## config.mk

```make
export PLATFORM = sky130hd
export DESIGN_NAME = distributed_mutex_node
export DESIGN_NICKNAME = d
export VERILOG_FILES = /design/src/rtl/dmn_pkg.sv /design/src/rtl/dmn_front.sv /design/src/rtl/dmn_queue.sv /design/src/rtl/dmn_back.sv /design/src/rtl/distributed_mutex_node.sv
export SDC_FILE = /design/constraint.sdc
export NUM_CORES = 1
export LEC_CHECK = 0
export BUFFER_PORTS_ARGS = -buffer_cell sky130_fd_sc_hd__buf_2
export CAP_MARGIN = 20
export CORE_UTILIZATION = 37
export CTS_BUF_LIST = sky130_fd_sc_hd__clkbuf_4 sky130_fd_sc_hd__clkbuf_8
export DETAILED_ROUTE_END_ITERATION = 10
export GPL_TIMING_DRIVEN = 0
export PLACE_DENSITY_LB_ADDON = 0.15
export SETUP_SLACK_MARGIN = 0.05
export SYNTH_ARGS = -nofsm -noshare
export SYNTH_HDL_FRONTEND = slang
export SYNTH_SLANG_ARGS = --single-unit
```

## constraint.sdc

```tcl
create_clock -name clk -period 31.8 [get_ports clk]
set_clock_uncertainty 0.05 [all_clocks]
set_input_delay 6.36 -clock clk [delete_from_list [all_inputs] [get_ports clk]]
set_output_delay 6.36 -clock clk [all_outputs]
set_load 0.01 [all_outputs]
```

## src/rtl/dmn_pkg.sv

```systemverilog
// Shared types, constants and codes for the distributed mutex node.
// Used by dmn_front, dmn_queue, dmn_back and distributed_mutex_node.
package dmn_pkg;

  localparam int MAX_NODES  = 16;
  localparam int CLOCK_BITS = 32;
  localparam int NODE_W     = $clog2(MAX_NODES);
  localparam int CNT_W      = $clog2(MAX_NODES + 1);

  typedef logic [CLOCK_BITS-1:0] lclk_t;
  typedef logic [MAX_NODES-1:0]  mask_t;

  localparam lclk_t CLK_MAX = '1;

  // Input item kinds.
  localparam logic [1:0] KIND_ACQUIRE = 2'd0;
  localparam logic [1:0] KIND_RELEASE = 2'd1;
  localparam logic [1:0] KIND_MESSAGE = 2'd2;
  localparam logic [1:0] KIND_TIMEOUT = 2'd3;

  // Result actions.
  localparam logic [1:0] ACT_NONE    = 2'd0;
  localparam logic [1:0] ACT_REQUEST = 2'd1;
  localparam logic [1:0] ACT_OK      = 2'd2;
  localparam logic [1:0] ACT_GRANT   = 2'd3;

  // Configuration register indexes.
  localparam logic CFG_NODE_ID    = 1'b0;
  localparam logic CFG_NODE_COUNT = 1'b1;

  typedef struct packed {
    logic [1:0]  action;
    logic [3:0]  dest;
    logic [31:0] clock;
  } res_t;

  // One classified request as handed from the front to the back: up to two
  // single results, then an OK to every node set in walk_mask.
  typedef struct packed {
    logic  res0_v;
    res_t  res0;
    logic  res1_v;
    res_t  res1;
    mask_t walk_mask;
    lclk_t walk_clock;
  } job_t;

  function automatic lclk_t clk_inc(input lclk_t v);
    clk_inc = (v == CLK_MAX) ? v : v + lclk_t'(1);
  endfunction

endpackage

```

## src/rtl/dmn_front.sv

```systemverilog
// Front end of the distributed mutex node: configuration registers, Lamport
// clock, phase and masks; classifies each request into a job. Uses dmn_pkg.
module dmn_front (
  input  logic               clk,
  input  logic               rst_n,
  input  logic               accept,
  input  logic [1:0]         in_kind,
  input  logic               in_msg_is_request,
  input  logic [31:0]        in_msg_clock,
  input  logic [3:0]         in_msg_sender,
  input  logic               cfg_we,
  input  logic               cfg_index,
  input  logic [4:0]         cfg_data,
  output logic               push,
  output dmn_pkg::job_t      job
);

  typedef enum logic [1:0] {PH_IDLE, PH_WAIT, PH_CRIT} phase_t;

  phase_t                phase_r, phase_nxt;
  dmn_pkg::lclk_t        clock_r, clock_nxt;
  dmn_pkg::lclk_t        stamp_r, stamp_nxt;
  dmn_pkg::mask_t        conf_r, conf_nxt;
  dmn_pkg::mask_t        def_r, def_nxt;
  logic [3:0]            node_id_r;
  logic [4:0]            node_count_r;

  dmn_pkg::lclk_t        mclk;
  dmn_pkg::lclk_t        msg_clk_new;
  dmn_pkg::mask_t        bit_s;
  dmn_pkg::mask_t        self_bit;
  logic [4:0]            needed;
  logic [dmn_pkg::CNT_W-1:0] pop_new, pop_cur;
  logic                  sender_ok;
  logic                  we_win;

  function automatic logic [dmn_pkg::CNT_W-1:0] popcnt(input dmn_pkg::mask_t m);
    logic [dmn_pkg::CNT_W-1:0] c;
    c = '0;
    for (int i = 0; i < dmn_pkg::MAX_NODES; i++) begin
      c = c + dmn_pkg::CNT_W'(m[i]);
    end
    popcnt = c;
  endfunction

  always_comb begin
    if ({32'd0, in_msg_clock} > 64'(dmn_pkg::CLK_MAX)) begin
      mclk = dmn_pkg::CLK_MAX;
    end else begin
      mclk = dmn_pkg::CLOCK_BITS'(in_msg_clock);
    end
    msg_clk_new = dmn_pkg::clk_inc((clock_r > mclk) ? clock_r : mclk);
    bit_s     = dmn_pkg::mask_t'(1) << in_msg_sender;
    self_bit  = dmn_pkg::mask_t'(1) << node_id_r;
    sender_ok = (in_msg_sender != node_id_r) && (int'(in_msg_sender) < dmn_pkg::MAX_NODES);
    if (node_count_r < 5'd2) begin
      needed = 5'd1;
    end else if (int'(node_count_r) > dmn_pkg::MAX_NODES) begin
      needed = 5'(dmn_pkg::MAX_NODES - 1);
    end else begin
      needed = node_count_r - 5'd1;
    end
  end

  // Decision logic for one accepted request.
  always_comb begin
    phase_nxt = phase_r;
    clock_nxt = clock_r;
    stamp_nxt = stamp_r;
    conf_nxt  = conf_r;
    def_nxt   = def_r;
    job       = '0;
    pop_cur   = popcnt(conf_r);
    pop_new   = '0;
    we_win    = 1'b0;
    if (accept) begin
      case (in_kind)
        dmn_pkg::KIND_ACQUIRE: begin
          if (phase_r == PH_IDLE) begin
            clock_nxt         = dmn_pkg::clk_inc(clock_r);
            stamp_nxt         = clock_nxt;
            conf_nxt          = '0;
            phase_nxt         = PH_WAIT;
            job.res0_v        = 1'b1;
            job.res0.action   = dmn_pkg::ACT_REQUEST;
            job.res0.clock    = 32'(clock_nxt);
          end
        end
        dmn_pkg::KIND_RELEASE: begin
          if (phase_r == PH_CRIT) begin
            clock_nxt      = dmn_pkg::clk_inc(clock_r);
            job.walk_mask  = def_r & ~self_bit;
            job.walk_clock = clock_nxt;
            def_nxt        = '0;
            conf_nxt       = '0;
            phase_nxt      = PH_IDLE;
          end
        end
        dmn_pkg::KIND_MESSAGE: begin
          if (sender_ok) begin
            clock_nxt = msg_clk_new;
            case (phase_r)
              PH_WAIT: begin
                if (!in_msg_is_request) begin
                  conf_nxt = conf_r | bit_s;
                end else if ((conf_r & bit_s) != '0) begin
                  def_nxt = def_r | bit_s;
                end else begin
                  // Our pending request is older (or wins the id tie): defer.
                  we_win = (stamp_r < mclk) ||
                           ((stamp_r == mclk) && (node_id_r < in_msg_sender));
                  if (we_win) begin
                    conf_nxt = conf_r | bit_s;
                    def_nxt  = def_r | bit_s;
                  end else begin
                    job.res0_v      = 1'b1;
                    job.res0.action = dmn_pkg::ACT_OK;
                    job.res0.dest   = in_msg_sender;
                    job.res0.clock  = 32'(msg_clk_new);
                  end
                end
                pop_new = popcnt(conf_nxt);
                if (5'(pop_new) >= needed) begin
                  phase_nxt       = PH_CRIT;
                  job.res1_v      = 1'b1;
                  job.res1.action = dmn_pkg::ACT_GRANT;
                  job.res1.clock  = 32'(msg_clk_new);
                end
              end
              PH_CRIT: begin
                if (in_msg_is_request) begin
                  def_nxt = def_r | bit_s;
                end
              end
              default: begin
                if (in_msg_is_request) begin
                  job.res0_v      = 1'b1;
                  job.res0.action = dmn_pkg::ACT_OK;
                  job.res0.dest   = in_msg_sender;
                  job.res0.clock  = 32'(msg_clk_new);
                end
              end
            endcase
          end
        end
        default: begin
          if (phase_r == PH_WAIT) begin
            job.res0_v = 1'b1;
            if (5'(pop_cur) >= needed) begin
              phase_nxt       = PH_CRIT;
              job.res0.action = dmn_pkg::ACT_GRANT;
              job.res0.clock  = 32'(clock_r);
            end else begin
              job.res0.action = dmn_pkg::ACT_REQUEST;
              job.res0.clock  = 32'(stamp_r);
            end
          end
        end
      endcase
    end
    push = job.res0_v || job.res1_v || (job.walk_mask != '0);
  end

  always_ff @(posedge clk) begin
    if (!rst_n) begin
      phase_r      <= PH_IDLE;
      clock_r      <= '0;
      stamp_r      <= '0;
      conf_r       <= '0;
      def_r        <= '0;
      node_id_r    <= 4'd0;
      node_count_r <= 5'd2;
    end else begin
      phase_r <= phase_nxt;
      clock_r <= clock_nxt;
      stamp_r <= stamp_nxt;
      conf_r  <= conf_nxt;
      def_r   <= def_nxt;
      if (cfg_we) begin
        case (cfg_index)
          dmn_pkg::CFG_NODE_ID:    node_id_r    <= cfg_data[3:0];
          dmn_pkg::CFG_NODE_COUNT: node_count_r <= cfg_data;
          default: ;
        endcase
      end
    end
  end

endmodule

```

## src/rtl/dmn_queue.sv

```systemverilog
// Two-entry job queue between the front and back of the mutex node.
// Uses dmn_pkg for the job type.
module dmn_queue (
  input  logic          clk,
  input  logic          rst_n,
  input  logic          push,
  input  dmn_pkg::job_t push_job,
  input  logic          pop,
  output logic          head_valid,
  output dmn_pkg::job_t head_job,
  output logic          full
);

  dmn_pkg::job_t mem_r [2];
  logic          wr_ptr_r, rd_ptr_r;
  logic [1:0]    count_r;

  assign head_valid = (count_r != 2'd0);
  assign full       = (count_r == 2'd2);
  assign head_job   = mem_r[rd_ptr_r];

  always_ff @(posedge clk) begin
    if (push) begin
      mem_r[wr_ptr_r] <= push_job;
    end
  end

  always_ff @(posedge clk) begin
    if (!rst_n) begin
      wr_ptr_r <= 1'b0;
      rd_ptr_r <= 1'b0;
      count_r  <= 2'd0;
    end else begin
      if (push) begin
        wr_ptr_r <= ~wr_ptr_r;
      end
      if (pop) begin
        rd_ptr_r <= ~rd_ptr_r;
      end
      case ({push, pop})
        2'b10:   count_r <= count_r + 2'd1;
        2'b01:   count_r <= count_r - 2'd1;
        default: count_r <= count_r;
      endcase
    end
  end

endmodule

```

## src/rtl/dmn_back.sv

```systemverilog
// Back end of the mutex node: takes jobs from the queue and emits their
// results one per cycle, walking the OK fan-out mask. Uses dmn_pkg.
module dmn_back (
  input  logic          clk,
  input  logic          rst_n,
  input  logic          head_valid,
  input  dmn_pkg::job_t head_job,
  output logic          pop,
  output logic          out_strobe,
  output logic [1:0]    out_action,
  output logic [3:0]    out_dest_node,
  output logic [31:0]   out_clock,
  output logic          out_last
);

  logic           active_r;
  logic           p0_r, p1_r;
  dmn_pkg::res_t  r0_r, r1_r;
  dmn_pkg::mask_t mask_r;
  dmn_pkg::lclk_t wclk_r;

  logic           strobe_r;
  dmn_pkg::res_t  res_r;
  logic           last_r;

  dmn_pkg::res_t  emit;
  logic           emit_last;
  logic [dmn_pkg::NODE_W-1:0] low_idx;
  dmn_pkg::mask_t mask_rest;
  logic           load;

  function automatic logic [dmn_pkg::NODE_W-1:0] lowest(input dmn_pkg::mask_t m);
    logic [dmn_pkg::NODE_W-1:0] idx;
    idx = '0;
    for (int i = dmn_pkg::MAX_NODES - 1; i >= 0; i--) begin
      if (m[i]) begin
        idx = dmn_pkg::NODE_W'(i);
      end
    end
    lowest = idx;
  endfunction

  always_comb begin
    low_idx   = lowest(mask_r);
    mask_rest = mask_r & ~(dmn_pkg::mask_t'(1) << low_idx);
    emit      = '0;
    emit_last = 1'b0;
    if (p0_r) begin
      emit      = r0_r;
      emit_last = !p1_r && (mask_r == '0);
    end else if (p1_r) begin
      emit      = r1_r;
      emit_last = (mask_r == '0);
    end else begin
      emit.action = dmn_pkg::ACT_OK;
      emit.dest   = 4'(low_idx);
      emit.clock  = 32'(wclk_r);
      emit_last   = (mask_rest == '0);
    end
    load = (!active_r || emit_last) && head_valid;
    pop  = load;
  end

  always_ff @(posedge clk) begin
    if (!rst_n) begin
      active_r <= 1'b0;
      strobe_r <= 1'b0;
      last_r   <= 1'b0;
      p0_r     <= 1'b0;
      p1_r     <= 1'b0;
      mask_r   <= '0;
    end else begin
      strobe_r <= active_r;
      last_r   <= active_r && emit_last;
      if (active_r) begin
        res_r <= emit;
        if (p0_r) begin
          p0_r <= 1'b0;
        end else if (p1_r) begin
          p1_r <= 1'b0;
        end else begin
          mask_r <= mask_rest;
        end
      end
      if (load) begin
        active_r <= 1'b1;
        p0_r     <= head_job.res0_v;
        p1_r     <= head_job.res1_v;
        r0_r     <= head_job.res0;
        r1_r     <= head_job.res1;
        mask_r   <= head_job.walk_mask;
        wclk_r   <= head_job.walk_clock;
      end else if (active_r && emit_last) begin
        active_r <= 1'b0;
      end
    end
  end

  assign out_strobe    = strobe_r;
  assign out_action    = res_r.action;
  assign out_dest_node = res_r.dest;
  assign out_clock     = res_r.clock;
  assign out_last      = last_r;

endmodule

```

## src/rtl/distributed_mutex_node.sv

```systemverilog
// Distributed mutex node: one participant of Ricart-Agrawala mutual exclusion.
// A request's job is written into the job queue, loaded into the back end's job
// registers and then into its output registers, which drive the result ports.
// Throughput: one result per cycle from the back end; a request with n results
// holds the back end until all n are out (a release fans out up to fifteen OKs).
// busy is high while the two-entry job queue is full. Synchronous active-low
// reset clears the clock, phase, masks, queue and config (node_id 0, count 2).
module distributed_mutex_node (
  input  logic        clk,
  input  logic        rst_n,
  input  logic        start,
  output logic        busy,
  input  logic [1:0]  in_kind,
  input  logic        in_msg_is_request,
  input  logic [31:0] in_msg_clock,
  input  logic [3:0]  in_msg_sender,
  input  logic        cfg_we,
  input  logic        cfg_index,
  input  logic [4:0]  cfg_data,
  output logic        out_strobe,
  output logic [1:0]  out_action,
  output logic [3:0]  out_dest_node,
  output logic [31:0] out_clock,
  output logic        out_last
);

  // The front end applies every state change in the cycle a request is
  // taken, so later requests see up-to-date clock and masks while the back
  // end is still emitting results of earlier ones. Results leave in the
  // order the jobs were queued.
  logic          accept;
  logic          push;
  dmn_pkg::job_t push_job;
  logic          pop;
  logic          head_valid;
  dmn_pkg::job_t head_job;
  logic          q_full;

  assign busy   = q_full;
  assign accept = start && !q_full;

  dmn_front u_front (
    .clk               (clk),
    .rst_n             (rst_n),
    .accept            (accept),
    .in_kind           (in_kind),
    .in_msg_is_request (in_msg_is_request),
    .in_msg_clock      (in_msg_clock),
    .in_msg_sender     (in_msg_sender),
    .cfg_we            (cfg_we),
    .cfg_index         (cfg_index),
    .cfg_data          (cfg_data),
    .push              (push),
    .job               (push_job)
  );

  // Requests that cause no result never enter the queue.
  dmn_queue u_queue (
    .clk        (clk),
    .rst_n      (rst_n),
    .push       (push),
    .push_job   (push_job),
    .pop        (pop),
    .head_valid (head_valid),
    .head_job   (head_job),
    .full       (q_full)
  );

  // The back end emits one result per cycle; the receiver cannot stall it.
  dmn_back u_back (
    .clk           (clk),
    .rst_n         (rst_n),
    .head_valid    (head_valid),
    .head_job      (head_job),
    .pop           (pop),
    .out_strobe    (out_strobe),
    .out_action    (out_action),
    .out_dest_node (out_dest_node),
    .out_clock     (out_clock),
    .out_last      (out_last)
  );

endmodule
```

==> reports/metrics.cfg <==
[finish]
syn2layout_area_growth_pct = 13.9
mostFrequentLayoutCells = edfxtp_1, nor2_1, nand2_1
layout_commonest_cell = edfxtp_1
stdcell_area_um2 = 30400
multi_input_area_um2 = 11600
layout.nets = 2735
final_util_pct = 42.5
layout-drive-gt1-share_pct = 17.1
regArea_um2 = 14100
n_fill_cell = 6783

[job]
drv_cap = 0

[die]
initial_utilization_pct = 37.3
rows = 98
die_y_um = 271
design.die.area_um2 = 73200
ioPinCount = 90
core_um2 = 71500
die_width_um = 271

[outcome]
status = complete, no violations

[detailed_routing]
drcViolationCount = 0
ant_nets = 0
vias = 19934
drt_iter0_markers = 1655
viasPerCell = 5.55
wl_per_cell_um = 23.8
first_pass_iters = 8
routed_wl_um = 85600

[setup_path]
crit_family = adder cells
slowest_stage = nor4_1
crit_path_end_kind = register
crit_path_start_kind = primary input
crit_buf_inv = 11
crit_fanout = 28
reg2regPathDepth = 34
timing.rr.start = u_front.stamp_r[25]
path_common_cell = fa_1
r2r_end = u_queue.mem_r[0][20]
worst_ep_required_time_ns = 32.15
arrival_ns = 16.34
r2r_slack_ns = 21.39
path_class = in2reg
max_stage_delay_ns = 0.78

[synth]
syn_area_per_cell_um2 = 11.2
synth_edf_count = 381
ys_types = 90
synthesis.area_um2 = 26700
yosysSeqAreaShare_pct = 52.8
syn_inst = 2377
synth_warnings = 0
async_flop_share_pct = 0
synthFlopType = edfxtp_1
ys_ff_latch = 514
synth_fp_nets = 2546

[placement]
gp_congestion = 0.938
place_hpwl_um = 66000
io_buffers = 86
postPlaceCellArea_um2 = 28600

[grt]
gr-total-overflow = 0
grt_pass1_wl_um = 127000
grt_use_total_pct = 23.2
antenna_found_initial = 6
grt_pass1_vias = 19788
grt_max_degree = 56

[sta]
rsz0062_at_grt = no
drv_slew = 0
finalSetupViolCount = 0
finalCritPeriodShare_pct = 50.3
fin_tns_setup_ns = 0
max_freq_ghz = 0.0625
fin_crit_ns = 16.00
slew_headroom_pct = 29.0
hold_viol_final = 0
worst_pin_slew_ns = 1.05

[clocking]
post_cts_buffers = 0
htree_levels = 3
cts_tree = yes
hold_buffers = 0
cts_resized = 0
cts_buffers = 89
clkSlewWorstSetupHoldPaths_ns = 0.06
clk_latency_ns = 0.72
clockRootBuffer = clkbuf_8
cts_num_sinks = 514
clk_path_buf_depth = 3

[pwr]
switchingPower_mw = 0.690
pwr-share-comb_pct = 28.0
pwr-share-clk_pct = 29.8
seqPwrFrac_pct = 42.2
max-vdd-ir-drop_mv = 0.0374
p_leak_nw = 10.9
netSwitchingFraction_pct = 33.3
power_density_nw_per_um2 = 68.1
p_int_mw = 1.38

[worst_hold_path]
whs_path_depth = 2
hold_end = u_front.node_count_r[0]
hold_class = reg2reg
min_from = u_front.node_count_r[0]

-- state kept, by name, summed over array words and instances (netlist names), 2 cells and up, named ones only --
| register | count |
|---|---|
| u_front.stamp_r | 32 |
| u_back.out_action | 2 |
| u_front.conf_r | 16 |
| u_front.clock_r | 32 |
| u_front.def_r | 16 |
| u_back.r1_r | 33 |
| u_queue.mem_r | 240 |
| u_back.mask_r | 16 |
| u_back.out_clock | 32 |
| u_back.out_dest_node | 4 |
| u_front.node_count_r | 5 |
| u_back.r0_r | 38 |
| u_queue.count_r | 2 |
| u_front.node_id_r | 4 |
| u_front.phase_r | 2 |
| u_back.wclk_r | 32 |
-- area by class of cell --
class | instances | area share, %
Antenna cell | 3 | 0.0247
Inverter | 102 | 1.26
Buffer | 149 | 2.00
Multi-Input combinational cell | 1612 | 38.2
Timing Repair Buffer | 98 | 2.21
Clock buffer | 127 | 5.05
Sequential cell | 514 | 46.4
Clock inverter | 39 | 0.959
Tap cell | 950 | 3.91
-- cell usage after synthesis, types with 73 or more instances --
library cell | count | area, um2
edfxtp_1 | 381 | 11400
nor2_1 | 194 | 728
nand2_1 | 173 | 649
mux2_2 | 141 | 1590
dfxtp_1 | 133 | 2660
o21ai_0 | 115 | 576
a21oi_1 | 112 | 561
clkbuf_1 | 108 | 405
ha_1 | 100 | 1250
inv_1 | 100 | 375
mux2i_1 | 90 | 901
nand3_1 | 73 | 365
-- metal layers --
metal / track usage [%] / vias up / part of all wire (%)
met5: 0 / - / 0.048
met4: 8.15 / 6 / 2.9
met3: 3.29 / 148 / 6.4
met2: 36.0 / 765 / 45
met1: 32.8 / 9774 / 46
li1: - / 9241 / -
-- cells by family after synthesis --
kind of cell	count (synthesis)	synth area share [%]
mux	231	9.32
fa+ha+maj	120	6.19
xor+xnor	95	3.12
simple gates	699	13.0
buf+inv	251	3.71
compound gates	467	11.8
flops	514	52.8
-- per-stage QoR --
step | hold slack, ns | power (mW) | instances | worst slack, ns
4_1_cts | 0.439 | 2.09 | 3591 | 15.68
3_5_place_dp | 0.425 | 1.46 | 3425 | 14.92
5_1_grt | 0.460 | 2.17 | 3592 | 15.34
6_report | 0.443 | 2.07 | 3594 | 15.80
3_3_place_gp | 0.413 | 1.46 | 3413 | 7.58
2_1_floorplan | 0.386 | 1.27 | 2377 | 12.83
-- how the worst max path moves through the flow --
stage	start	cells after the start	to	slack, ns
global placement	in_msg_clock[23]	32	u_queue.mem_r[0][10]	7.58
floorplan	in_msg_clock[23]	32	u_queue.mem_r[0][0]	12.83
global route	in_msg_clock[23]	35	u_queue.mem_r[0][76]	15.34
detailed placement	in_msg_clock[23]	35	u_queue.mem_r[0][63]	14.92
CTS	in_msg_clock[23]	35	u_queue.mem_r[0][76]	15.68
finish	in_msg_clock[23]	35	u_queue.mem_r[0][20]	15.80
-- power by group through the flow --
stage	registers [mW]	logic (mW)	clock network, mW
2_1_floorplan	0.888	0.381	0
3_3_place_gp	0.905	0.559	0
3_5_place_dp	0.888	0.577	0
4_1_cts	0.875	0.580	0.632
5_1_grt	0.882	0.626	0.662
6_report	0.875	0.579	0.617
-- tightest hold or removal path, stage by stage (launching register included) --
cell and delay [ns]:
dfxtp_1 0.33, nand2_1 0.06, a21oi_1 0.05
Note: power is estimated with default switching activity, not from simulation.
